[config.mk]
export PLATFORM = sky130hd
export DESIGN_NAME = aorp_ctrl
export DESIGN_NICKNAME = d
export VERILOG_FILES = /design/src/sv/aorp_pkg.sv /design/src/sv/aorp_ctrl.sv
export VERILOG_INCLUDE_DIRS = /design/src /design/src/sv
export SDC_FILE = /design/constraint.sdc
export NUM_CORES = 1
export LEC_CHECK = 0
export ABC_AREA = 1
export BUFFER_PORTS_ARGS = -buffer_cell sky130_fd_sc_hd__buf_2
export CORE_AREA = 2 2 364 366
export DETAILED_ROUTE_END_ITERATION = 16
export DIE_AREA = 0 0 366 368
export RECOVER_POWER = 50
export REMOVE_ABC_BUFFERS = 1
export SLEW_MARGIN = 10
export SYNTH_ARGS = -nofsm -noshare
export SYNTH_HDL_FRONTEND = slang
export SYNTH_SLANG_ARGS = --single-unit
export TNS_END_PERCENT = 30
[constraint.sdc]
create_clock -name clk -period 8.5 [get_ports clk]
set_clock_uncertainty 0.05 [all_clocks]
set_input_delay 0.85 -clock clk [delete_from_list [all_inputs] [get_ports clk]]
set_output_delay 0.85 -clock clk [all_outputs]
set_load 0.005 [all_outputs]
[src/sv/append_only_record_page_core_macros.svh]
// Assertion helpers used by the record page controller.
`ifndef APPEND_ONLY_RECORD_PAGE_CORE_MACROS_SVH
`define APPEND_ONLY_RECORD_PAGE_CORE_MACROS_SVH

`ifndef SYNTH
// Invariant checked at every clock edge outside reset.
`define AORP_ASSERT(lbl, clk, rst_n, prop) \
  lbl: assert property (@(posedge clk) disable iff (!rst_n) (prop)) \
    else $error("aorp assertion failed");
// Same-cycle implication.
`define AORP_ASSERT_IMP(lbl, clk, rst_n, ante, cons) \
  lbl: assert property (@(posedge clk) disable iff (!rst_n) (ante) |-> (cons)) \
    else $error("aorp assertion failed");
// Next-cycle implication.
`define AORP_ASSERT_NXT(lbl, clk, rst_n, ante, cons) \
  lbl: assert property (@(posedge clk) disable iff (!rst_n) (ante) |=> (cons)) \
    else $error("aorp assertion failed");
`else
`define AORP_ASSERT(lbl, clk, rst_n, prop)
`define AORP_ASSERT_IMP(lbl, clk, rst_n, ante, cons)
`define AORP_ASSERT_NXT(lbl, clk, rst_n, ante, cons)
`endif

`endif

[src/sv/aorp_pkg.sv]
`timescale 1ns / 1ps

package aorp_pkg;

  // Default number of records in the page.
  localparam int CAPACITY_DEF = 128;

  // Field widths.
  localparam int KEY_BITS  = 40;
  localparam int KEY_IN_W  = 64;
  localparam int FLAG_W    = 8;
  localparam int POS_W     = 7;
  localparam int IDX_W     = 16;
  localparam int KF_W      = KEY_BITS + FLAG_W;
  localparam int HINT_W    = 64;
  localparam int PAY_W     = 64;
  localparam int GRP_W     = 32;

  typedef enum logic [1:0] {
    OP_APPEND    = 2'd0,
    OP_READ      = 2'd1,
    OP_WRITE     = 2'd2,
    OP_SET_FLAGS = 2'd3
  } op_t;

  typedef enum logic [1:0] {
    ST_OK       = 2'd0,
    ST_NO_SPACE = 2'd1,
    ST_RANGE    = 2'd2,
    ST_BAD_ARG  = 2'd3
  } status_t;

  typedef enum logic [1:0] {
    S_IDLE   = 2'd0,
    S_READ   = 2'd1,
    S_MODIFY = 2'd2
  } state_t;

  // Input request.
  typedef struct packed {
    op_t                opcode;
    logic [15:0]        index;
    logic [63:0]        key;
    logic [7:0]         flag_bits;
    logic [31:0]        page_number;
    logic [15:0]        epoch;
    logic [15:0]        slot_hint;
    logic signed [63:0] payload;
    logic [31:0]        group;
    logic [7:0]         set_mask;
    logic [7:0]         clear_mask;
  } in_req_t;

  // Result.
  typedef struct packed {
    status_t            status;
    logic [6:0]         position;
    logic [39:0]        read_key;
    logic [7:0]         read_flags;
    logic [31:0]        read_page_number;
    logic [15:0]        read_epoch;
    logic [15:0]        read_slot;
    logic signed [63:0] read_payload;
    logic [31:0]        read_group;
  } out_res_t;

  // One stored record, one word of each store.
  typedef struct packed {
    logic [KF_W-1:0]   kf;
    logic [HINT_W-1:0] hint;
    logic [PAY_W-1:0]  pay;
    logic [GRP_W-1:0]  grp;
  } record_t;

  // Store port controls from the sequencer.
  typedef struct packed {
    logic rd;
    logic wr_rec;
    logic wr_kf;
  } store_ctl_t;

endpackage

[src/sv/aorp_ctrl.sv]
`timescale 1ns / 1ps
`include "append_only_record_page_core_macros.svh"

module aorp_ctrl #(
  parameter int  CAPACITY = aorp_pkg::CAPACITY_DEF,
  localparam int AW       = (CAPACITY > 1) ? $clog2(CAPACITY) : 1
) (
  input  logic                 clk,
  input  logic                 rst_n,
  input  logic                 in_valid,
  output logic                 in_stall,
  input  aorp_pkg::in_req_t    in_data,
  output logic                 out_valid,
  input  logic                 out_stall,
  output aorp_pkg::out_res_t   out_data,
  output aorp_pkg::store_ctl_t st_ctl,
  output logic [AW-1:0]        st_waddr,
  output aorp_pkg::record_t    st_wdata,
  output logic [AW-1:0]        st_raddr,
  input  aorp_pkg::record_t    st_rdata
);

  localparam int CW = $clog2(CAPACITY + 1);

  aorp_pkg::state_t   state_r, state_nxt;
  logic [CW-1:0]      count_r, count_nxt;
  logic               out_valid_r, out_valid_nxt;
  aorp_pkg::out_res_t out_data_r, out_data_nxt;
  logic [AW-1:0]      addr_r, addr_nxt;
  logic [7:0]         set_r, set_nxt;
  logic [7:0]         clr_r, clr_nxt;

  logic                               accept;
  logic                               key_bad;
  logic                               full;
  logic                               idx_below_cnt;
  logic                               idx_upto_cnt;
  logic                               idx_in_cap;
  logic [aorp_pkg::IDX_W-1:0]         cnt_ext;
  aorp_pkg::status_t                  status;
  aorp_pkg::record_t                  new_rec;
  logic [7:0]                         mod_flags;

  // Handshake: one request in flight, and the result register must be free.
  assign in_stall = (state_r != aorp_pkg::S_IDLE) || (out_valid_r && out_stall);
  assign accept   = in_valid && !in_stall;

  // Request checks against the published count and the capacity.
  assign key_bad       = |in_data.key[aorp_pkg::KEY_IN_W-1:aorp_pkg::KEY_BITS];
  assign full          = count_r >= CW'(CAPACITY);
  assign cnt_ext       = aorp_pkg::IDX_W'(count_r);
  assign idx_below_cnt = in_data.index < cnt_ext;
  assign idx_upto_cnt  = in_data.index <= cnt_ext;
  assign idx_in_cap    = in_data.index < aorp_pkg::IDX_W'(CAPACITY);

  always_comb begin
    status = aorp_pkg::ST_OK;
    case (in_data.opcode)
      aorp_pkg::OP_APPEND: begin
        if (full) begin
          status = aorp_pkg::ST_NO_SPACE;
        end else if (key_bad) begin
          status = aorp_pkg::ST_BAD_ARG;
        end
      end
      aorp_pkg::OP_WRITE: begin
        if (!idx_upto_cnt || !idx_in_cap) begin
          status = aorp_pkg::ST_RANGE;
        end else if (key_bad) begin
          status = aorp_pkg::ST_BAD_ARG;
        end
      end
      aorp_pkg::OP_READ, aorp_pkg::OP_SET_FLAGS: begin
        if (!idx_below_cnt || !idx_in_cap) begin
          status = aorp_pkg::ST_RANGE;
        end
      end
      default: status = aorp_pkg::ST_OK;
    endcase
  end

  // Record image built from the request.
  always_comb begin
    new_rec.kf   = {in_data.flag_bits, in_data.key[aorp_pkg::KEY_BITS-1:0]};
    new_rec.hint = {in_data.slot_hint, in_data.epoch, in_data.page_number};
    new_rec.pay  = in_data.payload;
    new_rec.grp  = in_data.group;
  end

  // Flag byte of the entry read back, updated with the saved masks.
  assign mod_flags = (st_rdata.kf[aorp_pkg::KF_W-1:aorp_pkg::KEY_BITS] | set_r) & ~clr_r;

  // Next state.
  always_comb begin
    state_nxt = state_r;
    case (state_r)
      aorp_pkg::S_IDLE: begin
        if (accept && status == aorp_pkg::ST_OK) begin
          if (in_data.opcode == aorp_pkg::OP_READ) begin
            state_nxt = aorp_pkg::S_READ;
          end else if (in_data.opcode == aorp_pkg::OP_SET_FLAGS) begin
            state_nxt = aorp_pkg::S_MODIFY;
          end
        end
      end
      aorp_pkg::S_READ:   state_nxt = aorp_pkg::S_IDLE;
      aorp_pkg::S_MODIFY: state_nxt = aorp_pkg::S_IDLE;
      default:            state_nxt = aorp_pkg::S_IDLE;
    endcase
  end

  // Store accesses, count and result register.
  always_comb begin
    st_ctl        = '0;
    st_waddr      = in_data.index[AW-1:0];
    st_raddr      = in_data.index[AW-1:0];
    st_wdata      = new_rec;
    count_nxt     = count_r;
    addr_nxt      = addr_r;
    set_nxt       = set_r;
    clr_nxt       = clr_r;
    out_valid_nxt = out_valid_r && out_stall;
    out_data_nxt  = out_data_r;
    case (state_r)
      aorp_pkg::S_IDLE: begin
        if (accept) begin
          addr_nxt = in_data.index[AW-1:0];
          set_nxt  = in_data.set_mask;
          clr_nxt  = in_data.clear_mask;
          out_data_nxt        = '0;
          out_data_nxt.status = status;
          if (status == aorp_pkg::ST_OK) begin
            case (in_data.opcode)
              aorp_pkg::OP_APPEND: begin
                st_ctl.wr_rec         = 1'b1;
                st_waddr              = count_r[AW-1:0];
                count_nxt             = count_r + CW'(1);
                out_data_nxt.position = aorp_pkg::POS_W'(count_r);
              end
              aorp_pkg::OP_WRITE: st_ctl.wr_rec = 1'b1;
              aorp_pkg::OP_READ, aorp_pkg::OP_SET_FLAGS: st_ctl.rd = 1'b1;
              default: st_ctl = '0;
            endcase
          end
          // A successful read posts its result once the store data returns.
          out_valid_nxt = !(status == aorp_pkg::ST_OK && in_data.opcode == aorp_pkg::OP_READ);
        end
      end
      aorp_pkg::S_READ: begin
        out_valid_nxt                 = 1'b1;
        out_data_nxt                  = '0;
        out_data_nxt.status           = aorp_pkg::ST_OK;
        out_data_nxt.read_key         = st_rdata.kf[aorp_pkg::KEY_BITS-1:0];
        out_data_nxt.read_flags       = st_rdata.kf[aorp_pkg::KF_W-1:aorp_pkg::KEY_BITS];
        out_data_nxt.read_page_number = st_rdata.hint[31:0];
        out_data_nxt.read_epoch       = st_rdata.hint[47:32];
        out_data_nxt.read_slot        = st_rdata.hint[63:48];
        out_data_nxt.read_payload     = st_rdata.pay;
        out_data_nxt.read_group       = st_rdata.grp;
      end
      aorp_pkg::S_MODIFY: begin
        st_ctl.wr_kf = 1'b1;
        st_waddr     = addr_r;
        st_wdata.kf  = {mod_flags, st_rdata.kf[aorp_pkg::KEY_BITS-1:0]};
      end
      default: st_ctl = '0;
    endcase
  end

  // Control registers.
  always_ff @(posedge clk) begin
    if (!rst_n) begin
      state_r     <= aorp_pkg::S_IDLE;
      count_r     <= '0;
      out_valid_r <= 1'b0;
    end else begin
      state_r     <= state_nxt;
      count_r     <= count_nxt;
      out_valid_r <= out_valid_nxt;
    end
  end

  // Payload registers.
  always_ff @(posedge clk) begin
    out_data_r <= out_data_nxt;
    addr_r     <= addr_nxt;
    set_r      <= set_nxt;
    clr_r      <= clr_nxt;
  end

  assign out_valid = out_valid_r;
  assign out_data  = out_data_r;

  // The count never passes the capacity.
  `AORP_ASSERT(a_count_bound, clk, rst_n, count_r <= CW'(CAPACITY))
  // The count moves by at most one per cycle, and only upward.
  `AORP_ASSERT_NXT(a_count_step, clk, rst_n, 1'b1, CW'(count_r - $past(count_r)) <= CW'(1))
  // A flag write-back follows an accepted request directly.
  `AORP_ASSERT_IMP(a_modify_origin, clk, rst_n, state_r == aorp_pkg::S_MODIFY, $past(accept))
  // No new request while a store access is still open.
  `AORP_ASSERT_IMP(a_interlock, clk, rst_n, state_r != aorp_pkg::S_IDLE, in_stall)
  // A read and a store write (record or flags) never share a cycle.
  `AORP_ASSERT(a_port_excl, clk, rst_n, !(st_ctl.rd && (st_ctl.wr_rec || st_ctl.wr_kf)))

endmodule

# Yosys cells after proc, flatten, opt, wreduce, memory -nomap -nowiden
# Cells that the tools add are included.
[word_totals]
regBits = 251
input_bits = 478
output_inout_bits = 444
[op_classes]
add_sub_neg = 1
n_lt_le_gt_ge = 4
eq_ne = 6
n_mux = 24
bitwise = 3
n_reduce_logical = 26
[op_table]
columns = ["operator", "n"]
rows = [
  ["case mux 217 bit (2 select lines)", 1],
  ["2-to-1 mux 217 bit", 1],
  ["2-to-1 mux 48 bit", 1],
  ["2-to-1 mux 7 bit", 5],
  ["OR reduction 24 bit", 1],
  ["<= comparator 16 x 8 -> 1 bit", 1],
  ["< comparator 16 x 8 -> 1 bit", 1],
  ["< comparator 16 x 8 -> 1 bit (second input constant)", 1],
  ["2-to-1 mux 2 bit", 7],
  ["case mux 7 bit (2 select lines)", 1],
  ["adder 8 x 1 -> 8 bit (second input constant)", 1],
  ["AND 8 bit", 1],
  [">= comparator 8 bit (second input constant)", 1],
  ["NOT 8 bit", 1],
  ["bitwise OR 8 bit", 1],
  ["AND reduction 2 bit", 4],
  ["equality test 2 bit (second input constant)", 3],
  ["logical NOT 2 bit", 3],
  ["2-to-1 mux 3 bit", 2],
  ["case mux 2 bit (3 select lines)", 1],
  ["nonzero test 2 bit", 3],
  ["logical NOT 1 bit", 5],
  ["equality test 2 x 1 -> 1 bit (second input constant)", 2],
  ["logical AND 1 bit", 4],
  ["6 further kinds", 12],
]

# Longest topological paths before layout
# Gate-level depths: netlist of run 1.
[depth]
word_depth = 10
depth_mapped = 17
ltp_nobuf = 16

# Worst setup path before layout of run 1
# Ideal clock, no wire load.
[synth_timing]
path_kind = "register to register"
from = "register state_r[0]"
to = "register out_data_r, in the netlist out_data[0] (enable)"
setup_time_ps = 1700
arrival_time_ps = 4755
t_required_ps = 6750
setup_slack_ps = 1996
path_stages_with_launch = 7
period_less_slack_ps = 6504
path_cell_list = "dfxtp_1 -> inv_1 -> nor2_1 -> inv_1 -> clkbuf_1 -> clkbuf_1 -> nand2_1"
[synth_via]
elab_chain_cells = 6
elab_cells_between_ends = 9
classes_between = "eq/ne (2); reduce/logical (7)"
[synth_rtl]
columns = ["item", "line", "text"]
rows = [
  ["start: declaration", "aorp_ctrl.sv:25", "aorp_pkg::state_t state_r, state_nxt;"],
  ["start signal: assignment", "aorp_ctrl.sv:173", "state_r <= aorp_pkg::S_IDLE;"],
  ["start signal: assignment", "aorp_ctrl.sv:177", "state_r <= state_nxt;"],
  ["nonzero test 2 bit", "aorp_ctrl.sv:45", "assign in_stall = (state_r != aorp_pkg::S_IDLE) || (out_valid_r && out_stall);"],
  ["logical OR 1 bit", "aorp_ctrl.sv:45", ""],
  ["logical NOT 1 bit", "aorp_ctrl.sv:46", "assign accept = in_valid && !in_stall;"],
  ["logical AND 1 bit", "aorp_ctrl.sv:46", ""],
  ["!= test 2 bit (no line)", "n/a", ""],
  ["AND reduction 2 bit (no line) (*)", "n/a", ""],
  ["end signal: assignment", "aorp_ctrl.sv:185", "out_data_r <= out_data_nxt;"],
  ["end: declaration", "aorp_ctrl.sv:28", "aorp_pkg::out_res_t out_data_r, out_data_nxt;"],
]
# Mark *: on every way between the ends. The rest lies on a longest branch, timed or not.
# A chain may end at the register's enable or synchronous reset.

# Worst setup path after layout of run 1
[layout_timing]
from = "register count_r[3]"
to = "output st_waddr[0]"
[layout_via]
elab_chain_cells = 9
elab_cells_between_ends = 15
classes_between = "order compare (3); mux (7); reduce/logical (5)"
[layout_rtl]
columns = ["item", "line", "text"]
rows = [
  ["start: declaration", "aorp_ctrl.sv:26", "logic [CW-1:0] count_r, count_nxt;"],
  ["start signal: assignment", "aorp_ctrl.sv:178", "count_r <= count_nxt;"],
  ["<= comparator 16 x 8 -> 1 bit or < comparator 16 x 8 -> 1 bit (tied branches)", "aorp_ctrl.sv:53, aorp_ctrl.sv:52", ""],
  ["logical NOT 1 bit (on tied branches)", "aorp_ctrl.sv:67, aorp_ctrl.sv:74", ""],
  ["logical OR 1 bit (on tied branches)", "aorp_ctrl.sv:67, aorp_ctrl.sv:74", ""],
  ["2-to-1 mux 2 bit (on tied branches)", "aorp_ctrl.sv:67, aorp_ctrl.sv:74", ""],
  ["case mux 2 bit (3 select lines) (*)", "aorp_ctrl.sv:58", "case (in_data.opcode)"],
  ["logical NOT 2 bit (*)", "aorp_ctrl.sv:132", "if (status == aorp_pkg::ST_OK) begin"],
  ["2-to-1 mux 7 bit (*)", "aorp_ctrl.sv:132", ""],
  ["2-to-1 mux 7 bit (*)", "aorp_ctrl.sv:126", "if (accept) begin"],
  ["case mux 7 bit (2 select lines) (*)", "aorp_ctrl.sv:124", "case (state_r)"],
  ["end: declaration", "aorp_ctrl.sv:17", "output logic [AW-1:0] st_waddr,"],
]
# Marked as above.

==> metrics.txt, run 1 <==
status completed; post_cts resized 0; CTS Buffer Depth 3; detailed-route via count 11100; final hold vios 0; # setup viols final 0; Crit Reg-Reg Startpoint state_r[0]; total of max-cap violations 0; Reg2Reg Depth 5; RSZ-0062 raised after global routing false; routed len/inst 36.6 microns; Worst setup SP type flip-flop; drc violations 0; Setup Buffers After CTS 0; met1 GRT Util 14.4%; final core occ 12.9%; initial drt markers 902; Via density 3.23; Hold Buf Count CTS 0; WL final 125000 microns; met3 Usage GRT 25.8%; CP Max Fanout 21; Synthesis Warnings 0; # fillers 15100; Root Driver clkbuf_16; Logic pwr share 10.4%; Psw 0.000964 W; min-delay worst type in2reg; part of the power in registers 41.9%; gr busiest metal met3; global-route wire length before repair 147000 microns; Nets 2127; Slew Viols, Final 0; synthesized flop and latch total 251; Remaining Overflow, GRT 0; top post-synthesis cells by area edfxtp_1 60%, buf_4 11%, nor2_1 8.0%; critical path endpoint st_waddr[0]; area leader, netlist edfxtp_1; # rows 133; clock slew at reported path FFs 0.07 ns; vias in the first global route 10200; Leakage Power 7.48 nW; maximum vdd drop 0.124 mV; pwr/cell area 205 nW/um^2; area delta synth->final 41.3%; Die ar. 135000 sq um; clock sink total 251; H-tree lvl count 2; worst skew pair latency 0.59 ns; die height 368 microns; input/output buffers 601; largest net degree at the start of global routing 142; Mapped Avg Cell Area 9.99 sq um; Final Cycle Share 49.4%; Register Area 7430 sq um; Crit. Startpoint count_r[3]; Power Internal 0.00250 W; Die Span X 366 microns; min Tclk post-route 4.20 ns; I/O pin total 922; total power 0.00346 W; WP data required 7.60 ns; layout cell share with drive strength beyond 1 31.6%; dpl hpwl 105000 microns; setup TNS 0 ns; gr usage total 18.0%; capturing point of the worst reg2reg path out_data[41]; Post-Syn Instances 1197; initial core utilization 9.14%; Reg2Reg Setup Slack 5.13 ns; global placer's final weighted congestion 0.881; initial antenna violation count 83; Multi-input gate area 2210 sq um; sequential share of the synthesized area 62.1%; slew of the pin with the lowest slew margin 0.954 ns; met2 GRT Util 23.7%; fmax 238 MHz; clock share of power 47.6%; ANT nets after route 0; Crit Path Class reg2out; area of the core 131000 sq um; Post-Syn Area 12000 sq um; switching share of total power 27.8%; critical path endpoint category output pin; Arrival @ worst endpoint 3.30 ns; Yosys cell types 26; Slew HR 36.4%; TritonCTS clock tree done; DR pass1 iterations 5; Synth top area share 60.3%; number of buffers created by CTS 36
[cells in the mapped netlist]
library cell	number
edfxtp_1	240
inv_2	1
nor2_1	255
nor2_2	2
nor3_1	4
clkbuf_1	32
buf_2	1
inv_1	243
buf_6	1
clkinv_1	1
a31oi_1	1
nand4_1	16
xor2_1	6
or2_1	1
nand3_1	13
o21bai_1	1
dfxtp_1	11
o21ai_0	49
ha_1	10
a21oi_1	13
nand2_1	111
o31ai_1	8
nand3_2	5
nor2_4	1
buf_4	168
buf_1	3
[logic make-up (layout without fill, tap and decap cells)]
kind of cell	Yosys count	count (layout)	share of synthesized area, %
fa+ha+maj	10	10	1.05
flops	251	251	62.1
buf+inv	450	916	19.5
simple gates	408	408	13.7
compound gates	72	72	3.21
other cells	0	12	0
xor+xnor	6	6	0.440
[how the worst min path moves through the flow]
stage | cells after the start | slack (ns) | startpoint | to
floorplan | 2 | 0.39 | count_r[5] | count_r[5]
global placement | 2 | 0.40 | count_r[5] | count_r[5]
detailed placement | 2 | 0.41 | count_r[5] | count_r[5]
CTS | 1 | 0.32 | in_data[13] | set_r[5]
global route | 1 | 0.34 | in_data[15] | set_r[7]
finish | 1 | 0.36 | in_data[13] | set_r[5]
[power groups by stage]
stage	registers, W	logic [W]	clock network [W]
after CTS	0.00145	0.000380	0.00171
after global placement	0.00148	0.000377	0
after floorplan	0.00150	0.0000916	0
after global routing	0.00146	0.000396	0.00173
final	0.00145	0.000361	0.00165
after detailed placement	0.00148	0.000378	0
[stage by stage]
stage                     area [sq um]  worst slack [ns]  std cells  hold WS [ns]
after floorplan                  10500             -2.87        992         0.391
after global placement           15800              4.49       3356         0.400
after detailed placement         15800              4.43       3356         0.409
after CTS                        17100              4.25       3418         0.317
after global routing             16900              4.00       3423         0.345
final                            16900              4.30       3430         0.363
[layout by cell type, fill, tap and decap left out]
cell | synthesis | layout
ha_1 | 10 | 10
o21bai_1 | 1 | 1
nor2_2 | 2 | 2
nor2_4 | 1 | 1
clkbuf_2 | 0 | 1
diode_2 | 0 | 12
clkbuf_1 | 32 | 156
clkinv_1 | 1 | 3
edfxtp_1 | 240 | 240
nand4_1 | 16 | 16
clkinvlp_4 | 0 | 6
bufinv_16 | 0 | 5
clkbuf_16 | 0 | 36
clkinv_8 | 0 | 1
buf_12 | 0 | 1
buf_2 | 1 | 447
inv_6 | 0 | 2
o21ai_0 | 49 | 49
clkinv_4 | 0 | 2
buf_4 | 168 | 7
a21oi_1 | 13 | 13
clkbuf_8 | 0 | 1
nand3_2 | 5 | 5
nand3_1 | 13 | 13
or2_1 | 1 | 1
nand2_1 | 111 | 110
a31oi_1 | 1 | 1
dfxtp_1 | 11 | 11
inv_1 | 243 | 240
o31ai_1 | 8 | 8
inv_4 | 0 | 1
nor2_1 | 255 | 255
inv_2 | 1 | 2
inv_16 | 0 | 1
clkinv_2 | 0 | 3
xor2_1 | 6 | 6
nand2_4 | 0 | 1
inv_8 | 0 | 1
nor3_1 | 4 | 4
[critical path, stage by stage, from the launching register on]
cell and delay [ns]:
dfxtp_1 0.42, inv_1 0.15, ha_1 0.33, nand2_1 0.07, inv_1 0.05, nand2_1 0.04
nand2_1 0.05, nand2_1 0.04, nand2_1 0.10, nand2_1 0.06, nand2_1 0.08, nand2_1 0.09
nor2_4 0.47, nand3_2 0.28, nand2_1 0.12, nand3_1 0.07, nand2_1 0.07, buf_2 0.19
[sequential cells by signal, summed over array words and instances (netlist names)]
name / flops
addr_r: 7
clr_r: 8
count_r: 8
out_data: 217
out_valid: 1
set_r: 8
state_r: 2
[metal layers]
metal / up-vias / wire, microns / share of wire, %
met5: - / 2780 / 2.2
met4: 80 / 3100 / 2.5
met3: 233 / 37700 / 30
met2: 1384 / 46400 / 37
met1: 4894 / 35400 / 28
li1: 4472 / - / -
[final cells by class]
type,count,area share (%)
multi-input combinational,496,13.1
timing repair buffer,609,17.1
antenna,12,0.178
sequential,251,44.0
clock buffer,40,5.48
tap,1755,13.0
clock inverter,22,1.71
inverter,245,5.50
No activity file was read; power rests on OpenSTA's default activity.
==> run 2: changes to the inputs <==
CORE_AREA = 2 2 363 365   (was 2 2 364 366)
DIE_AREA = 0 0 365 367   (was 0 0 366 368)
clock period = 3.8 ns   (was 8.5 ns; I/O delays follow)
==> metrics.txt, run 2 (synthesis gave the netlist of run 1 again) <==
Crit Reg-Reg Startpoint state_r[1] (was state_r[0]); Slew Viols, Final 0 (unchanged); maximum vdd drop 0.297 mV (was 0.124 mV); fmax 284 MHz; initial drt markers 1018 (was 902); Placement Cell Area 15900 sq um (was 15800 sq um); capturing point of the worst reg2reg path count_r[3] (was out_data[41]); Hold Buf Count CTS 79 (was 0); most common cell after layout, fill and taps aside buf_2 (unchanged); Largest register FFs 217 (unchanged); # fillers 15000 (was 15100); area delta synth->final 48.0% (was 41.3%); post_cts resized 0 (unchanged); min Tclk post-route 3.52 ns; min-delay src st_rdata[48] (was in_data[13]); Arrival @ worst endpoint 3.09 ns (was 3.30 ns); number of buffers created by CTS 36 (unchanged); clock share of power 45.8% (was 47.6%); Reg2Reg Depth 7 (was 5); I/O pin total 922 (unchanged); final hold vios 0 (unchanged); critical path buffer and inverter count 2 (was 3); Slew HR 32.9% (was 36.4%); Hold Crit Endpoint out_data[48] (was set_r[5]); TritonCTS clock tree done (unchanged); Non-Filler Instances 3518 (was 3430); crit path cell chain nor2_1 > nand3_1 > clkinv_1 > nand3_2 > nand2_1 > nand3_1 > nand2_1 > buf_2 (was inv_1 > ha_1 > nand2_1 > inv_1 > nand2_1 > nand2_1 > nand2_1 > nand2_1 > nand2_1 > nand2_1 > nand2_1 > nor2_4 > nand3_2 > nand2_1 > nand3_1 > nand2_1 > buf_2); clock slew at reported path FFs 0.06 ns (was 0.07 ns); most frequent cells in the layout 405 x buf_2, 257 x nor2_1, 240 x inv_1, 240 x edfxtp_1, 203 x clkbuf_1 (was 447 x buf_2, 255 x nor2_1, 240 x inv_1, 240 x edfxtp_1, 156 x clkbuf_1); Setup Buffers After CTS 0 (unchanged); RSZ-0062 raised after global routing false (unchanged); Nets 2209 (was 2127); WL final 117000 microns (was 125000 microns); global placer's final weighted congestion 0.862 (was 0.881); Leakage Power 7.71 nW (was 7.48 nW); uppermost layer routed met5 (unchanged); Logic pwr share 11.5% (was 10.4%); slew of the pin with the lowest slew margin 1.01 ns (was 0.954 ns); ANT nets after route 0 (unchanged); Hold Crit Depth 3 (was 1); total of max-cap violations 0 (unchanged); WL met2 42100 microns (was 46400 microns); Multi-input gate area 2200 sq um (was 2210 sq um); input/output buffers 601 (unchanged); Final Cycle Share 92.7%; Final Cell Area 17700 sq um (was 16900 sq um); final core occ 13.6% (was 12.9%); layout cell share with drive strength beyond 1 27.6% (was 31.6%); M1 WL 36900 microns (was 35400 microns); drc violations 0 (unchanged); # setup viols final 0 (unchanged); Remaining Overflow, GRT 0 (unchanged); WP data required 3.37 ns (was 7.60 ns); met3 wire length 32000 microns (was 37700 microns); pwr/cell area 431 nW/um^2 (was 205 nW/um^2); DR pass1 iterations 6 (was 5); Root Driver clkbuf_16 (unchanged); Psw 0.00203 W (was 0.000964 W); Via density 3.23 (about the same); worst skew pair latency 0.57 ns (was 0.59 ns); H-tree lvl count 2 (unchanged); # rows 133 (unchanged); setup TNS 0 ns (unchanged); largest net degree at the start of global routing 160 (was 142); clock sink total 251 (unchanged); detailed-route via count 11300 (was 11100); CTS Buffer Depth 3 (unchanged); Worst setup SP type flip-flop (unchanged); Crit Path Class reg2out (unchanged); Die ar. 134000 sq um (was 135000 sq um); switching share of total power 26.7% (was 27.8%); Power Internal 0.00559 W (was 0.00250 W); part of the power in registers 42.7% (was 41.9%); dpl cells 3359 (was 3356); slowest CP cell nor2_1 (was nor2_4); gr usage total 16.8% (was 18.0%); Register Area 7430 sq um (unchanged); Die Span X 365 microns (was 366 microns); global-route wire length before repair 137000 microns (was 147000 microns); die height 367 microns (was 368 microns); Reg2Reg Setup Slack 0.97 ns (was 5.13 ns); dpl hpwl 97000 microns (was 105000 microns); routed len/inst 33.1 microns (was 36.6 microns); critical path endpoint category output pin (unchanged); Worst path max stage delay 0.64 ns (was 0.47 ns); min-delay worst type in2reg (unchanged); CP Max Fanout 20 (was 21); status completed (unchanged); initial core utilization 9.16% (was 9.14%); Crit path max-delay family simple AND/OR/NAND/NOR gates (unchanged); vias in the first global route 10700 (was 10200); initial antenna violation count 62 (was 83); area of the core 130000 sq um (was 131000 sq um)
==> run 2: cell types whose count changed in the layout (fill, tap and decap cells not counted), moves of 3 or more <==
cell and delta:
inv_6 +4, buf_2 -42, clkbuf_1 +47, clkinvlp_4 -3, dlygate4sd3_1 +79, buf_12 +5
==> run 2: layout make-up <==
type / count / share of cell area, %
Clock inverter: 20 / 1.22
Antenna cell: 14 / 0.198
Sequential cell: 251 / 42.0
Tap cell: 1755 / 12.4
Multi-Input combinational cell: 496 / 12.4
Clock buffer: 46 / 5.54
Inverter: 245 / 5.25
Timing Repair Buffer: 691 / 21.0
==> run 2: stage by stage <==
| stage | setup WS [ns] | total power (W) | hold slack (ns) |
|---|---|---|---|
| 2_1_floorplan | -7.57 | 0.00357 | 0.391 |
| 3_3_place_gp | 0.948 | 0.00415 | 0.402 |
| 3_5_place_dp | 0.950 | 0.00415 | 0.413 |
| 4_1_cts | 0.311 | 0.00779 | 0.000179 |
| 5_1_grt | 0.137 | 0.00792 | 0.0217 |
| 6_report | 0.278 | 0.00762 | 0.0549 |
==> run 2: worst max path at each step <==
stage	slack, ns	endpoint	from	cells past startpoint
floorplan	-7.57	out_data[0]	state_r[0]	4
global placement	0.95	st_waddr[1]	in_data[249]	17
detailed placement	0.95	st_waddr[1]	in_data[249]	17
CTS	0.31	st_waddr[1]	count_r[3]	17
global route	0.14	st_waddr[0]	state_r[1]	8
finish	0.28	st_waddr[1]	state_r[1]	8
==> run 2: power groups by stage <==
stage	clock, W	sequential [W]	combinational [W]
finish	0.00349	0.00325	0.000879
global route	0.00370	0.00327	0.000956
CTS	0.00363	0.00325	0.000918
detailed placement	0	0.00330	0.000847
global placement	0	0.00330	0.000846
floorplan	0	0.00337	0.000205
==> run 2: layer usage <==
metal  track usage, %  vias up
li1                 -     4640
met1             14.7     5124
met2             21.7     1288
met3             22.4      232
met4             3.93       64
met5             9.26        -
==> run 2: worst register-to-register path, delay by kind of cell, from the launching register on <==
kind                   cells  cell delay (ns)
buffers and inverters      2             0.93
and+or+nand+nor            4             1.34
DFF                        1             0.32
AOI/OAI and AO/OA          1             0.06
